### src/hw/rtl/cswg_pkg.sv
package cswg_pkg;

  // Field widths
  localparam int SAMPLE_W    = 16;
  localparam int CFG_DATA_W  = 16;
  localparam int CFG_INDEX_W = 3;
  localparam int OUT_W       = 18;

  // Parameter defaults
  localparam int PHASE_BITS_DEF      = 16;
  localparam int COS_TABLE_DEPTH_DEF = 1024;
  localparam int COEF_BITS_DEF       = 16;

  // Register reset values
  localparam logic [SAMPLE_W-1:0]   WINDOW_LENGTH_RST = 16'd256;
  localparam logic                  PERIODIC_MODE_RST = 1'b1;
  localparam logic signed [15:0]    COEF_ZERO_RST     = 16'sd16384;
  localparam logic signed [15:0]    COEF_ONE_RST      = 16'sd16384;
  localparam logic signed [15:0]    COEF_TWO_RST      = 16'sd0;

  typedef enum logic [CFG_INDEX_W-1:0] {
    CFG_WINDOW_LENGTH,
    CFG_PERIODIC_MODE,
    CFG_COEF_ZERO,
    CFG_COEF_ONE,
    CFG_COEF_TWO
  } cfg_reg_t;

  typedef struct packed {
    logic last;
    logic oor;
  } item_flags_t;

endpackage

### src/hw/rtl/cswg_phase_div.sv
module cswg_phase_div #(
  parameter int PHASE_BITS = cswg_pkg::PHASE_BITS_DEF
) (
  input  logic                          clk,
  input  logic                          en,
  input  logic [cswg_pkg::SAMPLE_W-1:0] sample_index,
  input  logic [cswg_pkg::SAMPLE_W-1:0] den,
  output logic [PHASE_BITS-1:0]         phase
);

  import cswg_pkg::*;

  localparam int W     = SAMPLE_W;
  localparam int EXT_W = PHASE_BITS + W;

  // Rounding term den/2 split into the part above the binary point of the
  // phase and the bits that are shifted in during the quotient steps.
  logic [EXT_W-1:0]      half_ext;
  logic [W-1:0]          half_hi;
  logic [PHASE_BITS-1:0] half_lo;

  assign half_ext = EXT_W'(den >> 1);
  assign half_hi  = half_ext[EXT_W-1:PHASE_BITS];
  assign half_lo  = half_ext[PHASE_BITS-1:0];

  // Remainder stages: n mod den, one dividend bit per stage
  logic [W-1:0] md_n   [W];
  logic [W-1:0] md_rem [1:W];

  always_ff @(posedge clk) begin
    if (en) begin
      md_n[0] <= sample_index;
    end
  end

  for (genvar k = 1; k <= W; k++) begin : g_mod
    logic [W-1:0] rem_prev;
    logic [W:0]   trial;
    logic         take;

    if (k == 1) begin : g_first
      assign rem_prev = '0;
    end else begin : g_rest
      assign rem_prev = md_rem[k-1];
    end

    assign trial = {rem_prev, md_n[k-1][W-k]};
    assign take  = trial >= {1'b0, den};

    always_ff @(posedge clk) begin
      if (en) begin
        md_rem[k] <= take ? W'(trial - {1'b0, den}) : trial[W-1:0];
      end
    end

    if (k < W) begin : g_pass
      always_ff @(posedge clk) begin
        if (en) begin
          md_n[k] <= md_n[k-1];
        end
      end
    end
  end

  // Fold the high part of the rounding term into the remainder; the carry
  // into bit PHASE_BITS of the quotient wraps away.
  logic [W:0] hi_sum;

  assign hi_sum = {1'b0, md_rem[W]} + {1'b0, half_hi};

  logic [W-1:0]          dv_rem [PHASE_BITS];
  logic [PHASE_BITS-1:0] dv_q   [1:PHASE_BITS];

  always_ff @(posedge clk) begin
    if (en) begin
      dv_rem[0] <= (hi_sum >= {1'b0, den}) ? W'(hi_sum - {1'b0, den}) : hi_sum[W-1:0];
    end
  end

  // Quotient stages: one phase bit per stage
  for (genvar j = 1; j <= PHASE_BITS; j++) begin : g_div
    logic [PHASE_BITS-1:0] q_prev;
    logic [W:0]            trial;
    logic                  take;

    if (j == 1) begin : g_first
      assign q_prev = '0;
    end else begin : g_rest
      assign q_prev = dv_q[j-1];
    end

    assign trial = {dv_rem[j-1], half_lo[PHASE_BITS-j]};
    assign take  = trial >= {1'b0, den};

    always_ff @(posedge clk) begin
      if (en) begin
        dv_q[j] <= {q_prev[PHASE_BITS-2:0], take};
      end
    end

    if (j < PHASE_BITS) begin : g_rem
      always_ff @(posedge clk) begin
        if (en) begin
          dv_rem[j] <= take ? W'(trial - {1'b0, den}) : trial[W-1:0];
        end
      end
    end
  end

  assign phase = dv_q[PHASE_BITS];

endmodule

### config.mk
export PLATFORM = sky130hd
export DESIGN_NAME = cswg_phase_div
export DESIGN_NICKNAME = d
export VERILOG_FILES = /design/src/hw/rtl/cswg_pkg.sv /design/src/hw/rtl/cswg_phase_div.sv
export SDC_FILE = /design/constraint.sdc
export NUM_CORES = 2
export LEC_CHECK = 0
export BUFFER_PORTS_ARGS = -buffer_cell sky130_fd_sc_hd__buf_2
export CAP_MARGIN = 15
export CORE_AREA = 10 10 261 363
export CTS_CLUSTER_DIAMETER = 150
export DETAILED_ROUTE_END_ITERATION = 6
export DIE_AREA = 0 0 271 373
export GPL_TIMING_DRIVEN = 0
export PLACE_DENSITY = 0.78
export SKIP_LAST_GASP = 1
export SYNTH_ARGS = -nofsm -noshare
export SYNTH_HDL_FRONTEND = slang
export SYNTH_SLANG_ARGS = --single-unit
### constraint.sdc
create_clock -name clk -period 5.4 [get_ports clk]
set_clock_uncertainty 0.15 [all_clocks]
set_input_delay 0.54 -clock clk [delete_from_list [all_inputs] [get_ports clk]]
set_output_delay 0.54 -clock clk [all_outputs]
set_load 0.01 [all_outputs]
==> impl_metrics.prom <==
# TYPE chip_impl_metric gauge
chip_impl_metric{name="layout-drive-gt1-share",unit=""} 0.126
chip_impl_metric{name="static-leakage-power",unit="nW"} 22.2
chip_impl_metric{name="wirelength",unit="um"} 119000
chip_impl_info{name="criticalPathCategory",value="in2reg"} 1
chip_impl_metric{name="synth_edf_count",unit=""} 784
chip_impl_metric{name="post_layout_net_count",unit=""} 5281
chip_impl_metric{name="yosys.area.top_type_share",unit=""} 0.458
chip_impl_info{name="crit_path_end_kind",value="register"} 1
chip_impl_metric{name="layout_worst_path_cycle_share",unit=""} 0.950
chip_impl_metric{name="cp.arrival",unit="ns"} 5.34
chip_impl_metric{name="final_max_slew_viol_count",unit=""} 0
chip_impl_metric{name="detail_route.drc_violations",unit=""} 0
chip_impl_metric{name="reg2reg_slack",unit="ns"} 1.00
chip_impl_metric{name="globalplace.congestion",unit=""} 0.925
chip_impl_metric{name="design.core.area",unit="um2"} 88000
chip_impl_metric{name="groute.usage.overall",unit=""} 0.230
chip_impl_metric{name="violation_count_after_the_first_detailed_routing_iteration",unit=""} 2295
chip_impl_metric{name="postRouteAntennaNets",unit=""} 0
chip_impl_metric{name="htree_levels",unit=""} 3
chip_impl_metric{name="synthesized_instance_count",unit=""} 4532
chip_impl_info{name="synth_area_leader_cell",value="sky130_fd_sc_hd__edfxtp_1"} 1
chip_impl_metric{name="worstPathRequired",unit="ns"} 5.61
chip_impl_metric{name="min_period",unit="ns"} 5.13
chip_impl_metric{name="tightestPinTransition",unit="ns"} 1.05
chip_impl_metric{name="maxClockFrequency",unit="GHz"} 0.195
chip_impl_metric{name="drv_cap",unit=""} 0
chip_impl_metric{name="cts_max_path_buffers",unit=""} 3
chip_impl_metric{name="cp_max_fo",unit=""} 21
chip_impl_metric{name="pre_cts_ws",unit="ns"} -0.654
chip_impl_metric{name="clkSlewWorstSetupHoldPaths",unit="ns"} 0.06
chip_impl_metric{name="finalPower",unit="W"} 0.0356
chip_impl_metric{name="power_per_cell_area",unit="nW/um2"} 630
chip_impl_metric{name="die-width",unit="um"} 271
chip_impl_metric{name="synth-warning-count",unit=""} 0
chip_impl_metric{name="synth_cell_types",unit=""} 87
chip_impl_metric{name="finish.instance_area",unit="um2"} 56500
chip_impl_metric{name="clock_insertion_delay_worst_skew",unit="ns"} 0.68
chip_impl_metric{name="timing_hold_violations_final",unit=""} 0
chip_impl_metric{name="cts_buf_count",unit=""} 81
chip_impl_info{name="final_common_cell",value="sky130_fd_sc_hd__edfxtp_1"} 1
chip_impl_metric{name="antenna_cells_inserted",unit=""} 0
chip_impl_metric{name="grt_pass1_vias",unit=""} 37200
chip_impl_metric{name="number_of_buffers_added_on_ports",unit=""} 49
chip_impl_metric{name="route.vias.total",unit=""} 36700
chip_impl_metric{name="number_of_antenna_violations_at_the_first_check_in_global_routing",unit=""} 0
chip_impl_metric{name="finalSetupViolCount",unit=""} 0
chip_impl_metric{name="synth-seq-area-share",unit=""} 0.458
chip_impl_metric{name="grt_max_degree",unit=""} 133
chip_impl_metric{name="power.ir.vdd_worst",unit="mV"} 0.315
chip_impl_metric{name="final_ws_setup",unit="ns"} 0.273
chip_impl_metric{name="routed_via_density",unit=""} 6.16
chip_impl_info{name="outcome",value="complete, no violations"} 1
chip_impl_info{name="min_delay_path_class",value="in2reg"} 1
chip_impl_metric{name="synth.ff_latch_count",unit=""} 784
chip_impl_info{name="grt_setup_unrepaired",value="false"} 1
chip_impl_metric{name="async_reset_ff_frac",unit=""} 0
chip_impl_info{name="clock_tree_from_tritoncts",value="done"} 1
chip_impl_metric{name="dpl.hpwl",unit="um"} 84000
chip_impl_metric{name="worst_slew_margin_rel",unit=""} 0.297
chip_impl_metric{name="syn-cell-area",unit="um2"} 51400
chip_impl_metric{name="fp.dieArea",unit="um2"} 101000
chip_impl_metric{name="synth.net_count",unit=""} 5111
chip_impl_metric{name="row_count",unit=""} 129
chip_impl_metric{name="detail_route.wl_per_cell",unit="um"} 20.0
chip_impl_metric{name="fin_util",unit=""} 0.642
chip_impl_metric{name="fp.dieH",unit="um"} 373
chip_impl_metric{name="area.growth.synth_to_final",unit="%"} 9.93
chip_impl_info{name="crit_path_start_kind",value="primary input"} 1
chip_impl_metric{name="placedInstanceArea",unit="um2"} 53600
chip_impl_metric{name="globalRouteOverflowTotal",unit=""} 0
chip_impl_info{name="synth_flop_cell",value="sky130_fd_sc_hd__edfxtp_1"} 1
chip_impl_metric{name="clkSinkCount",unit=""} 784
chip_impl_metric{name="start_util",unit=""} 0.584
chip_impl_metric{name="grt_first_pass_wirelength",unit="um"} 188000
chip_impl_info{name="most_frequent_cells_in_the_layout",value="sky130_fd_sc_hd__edfxtp_1, sky130_fd_sc_hd__ha_1, sky130_fd_sc_hd__a21oi_1"} 1
chip_impl_metric{name="top_level_ports",unit=""} 50
chip_impl_info{name="cells_taking_the_most_area_after_synthesis",value="sky130_fd_sc_hd__edfxtp_1, sky130_fd_sc_hd__ha_1, sky130_fd_sc_hd__mux2_2, sky130_fd_sc_hd__xnor2_1, sky130_fd_sc_hd__a21oi_1"} 1
chip_impl_metric{name="detail_route.first_pass.iterations",unit=""} 6
chip_impl_info{name="cts-root-buf",value="sky130_fd_sc_hd__clkbuf_16"} 1
chip_impl_metric{name="post_cts_buffers",unit=""} 0
chip_impl_metric{name="synth.avg_cell_area",unit="um2"} 11.3
## stage by stage
| step | setup TNS (ns) | hold slack (ns) | instances |
|---|---|---|---|
| floorplan | 0 | 0.250 | 4532 |
| global placement | -7212.81 | 0.250 | 5760 |
| detailed placement | -32.77 | 0.255 | 5782 |
| CTS | 0 | 0.0759 | 5947 |
| global route | 0 | 0.117 | 5947 |
| finish | 0 | 0.123 | 5947 |
## final cells by class
class | count | area [um2]
Fill cell | 6770 | 31500
Multi-Input combinational cell | 3467 | 26700
Sequential cell | 784 | 23500
Clock buffer | 90 | 2100
Tap cell | 1179 | 1480
Timing Repair Buffer | 87 | 911
Inverter | 202 | 761
Clock inverter | 59 | 604
Buffer | 79 | 419
## routing by layer
layer	up-vias	wire [um]	GRT usage	share of wire
li1	17600	-	-	-
met1	17800	45400	0.249	0.38
met2	966	61300	0.420	0.52
met3	355	5280	0.0296	0.044
met4	0	7060	0.140	0.059
met5	-	0	0	0
## path summary, 6_finish.rpt
kind / startpoint / endpoint / cells after the start
hold reg to reg: md_n[1][36] / md_n[1][52] / 0
setup reg to reg: md_rem[0][144] / md_rem[0][160] / 11
setup / recovery: den[1] / md_rem[0][160] / 14
hold / removal: den[12] / dv_rem[0][80] / 3
## registers in the layout (all words and copies together) (netlist names)
| register | flops |
|---|---|
| md_rem | 256 |
| md_n | 136 |
| dv_rem | 256 |
| dv_q | 136 |
## synthesized netlist by cell type, drive strengths merged, types with 20 or more instances
master / count
o21a: 52
nand2b: 50
o21bai: 40
nor2b: 66
inv: 202
a31oi: 43
o31ai: 20
mux2: 307
nand4: 69
xnor2: 224
clkbuf: 36
nor4: 34
o21ai: 305
xor2: 145
edfxtp: 784
mux2i: 35
nor3: 83
ha: 514
and3: 21
nor2: 275
a211oi: 35
a21o: 142
buf: 43
nand3: 70
a21oi: 328
fa: 31
a21boi: 26
nand2: 289
## timing repair
item,CTS,global route
resized for setup,0,1
hold buffers,16,0
hold endpoints to repair,16,0
setup endpoints to repair,0,14
## cell families (layout without fill, tap and decap cells)
family          count (synthesis)  after routing  share of synthesized area
buf+inv                       281            517                     0.0229
xor+xnor                      369            369                     0.0629
flops                         784            784                      0.458
fa+ha+maj                     545            545                      0.137
compound gates               1162           1162                      0.146
mux                           342            342                     0.0745
simple gates                 1049           1049                     0.0987
## critical path, stage by stage
cell and delay, ns:
sky130_fd_sc_hd__clkbuf_4 0.49, sky130_fd_sc_hd__clkbuf_1 0.40, sky130_fd_sc_hd__inv_4 0.26, sky130_fd_sc_hd__ha_1 0.40, sky130_fd_sc_hd__nor2b_1 0.12, sky130_fd_sc_hd__o21ai_0 0.09
sky130_fd_sc_hd__a21boi_0 0.38, sky130_fd_sc_hd__o21ai_0 0.19, sky130_fd_sc_hd__and2_1 0.20, sky130_fd_sc_hd__o311ai_0 0.38, sky130_fd_sc_hd__a21oi_1 0.19, sky130_fd_sc_hd__o21ai_1 0.57
sky130_fd_sc_hd__buf_2 0.39, sky130_fd_sc_hd__mux2i_1 0.67
## power by group
part / total [W] / internal (W) / switching, W
Clock: 0.00581 / 0.00334 / 0.00246
Sequential: 0.0114 / 0.0101 / 0.00128
Combinational: 0.0184 / 0.00858 / 0.00983
Total: 0.0356 / 0.0220 / 0.0136
(Power assumes the default switching activity.)
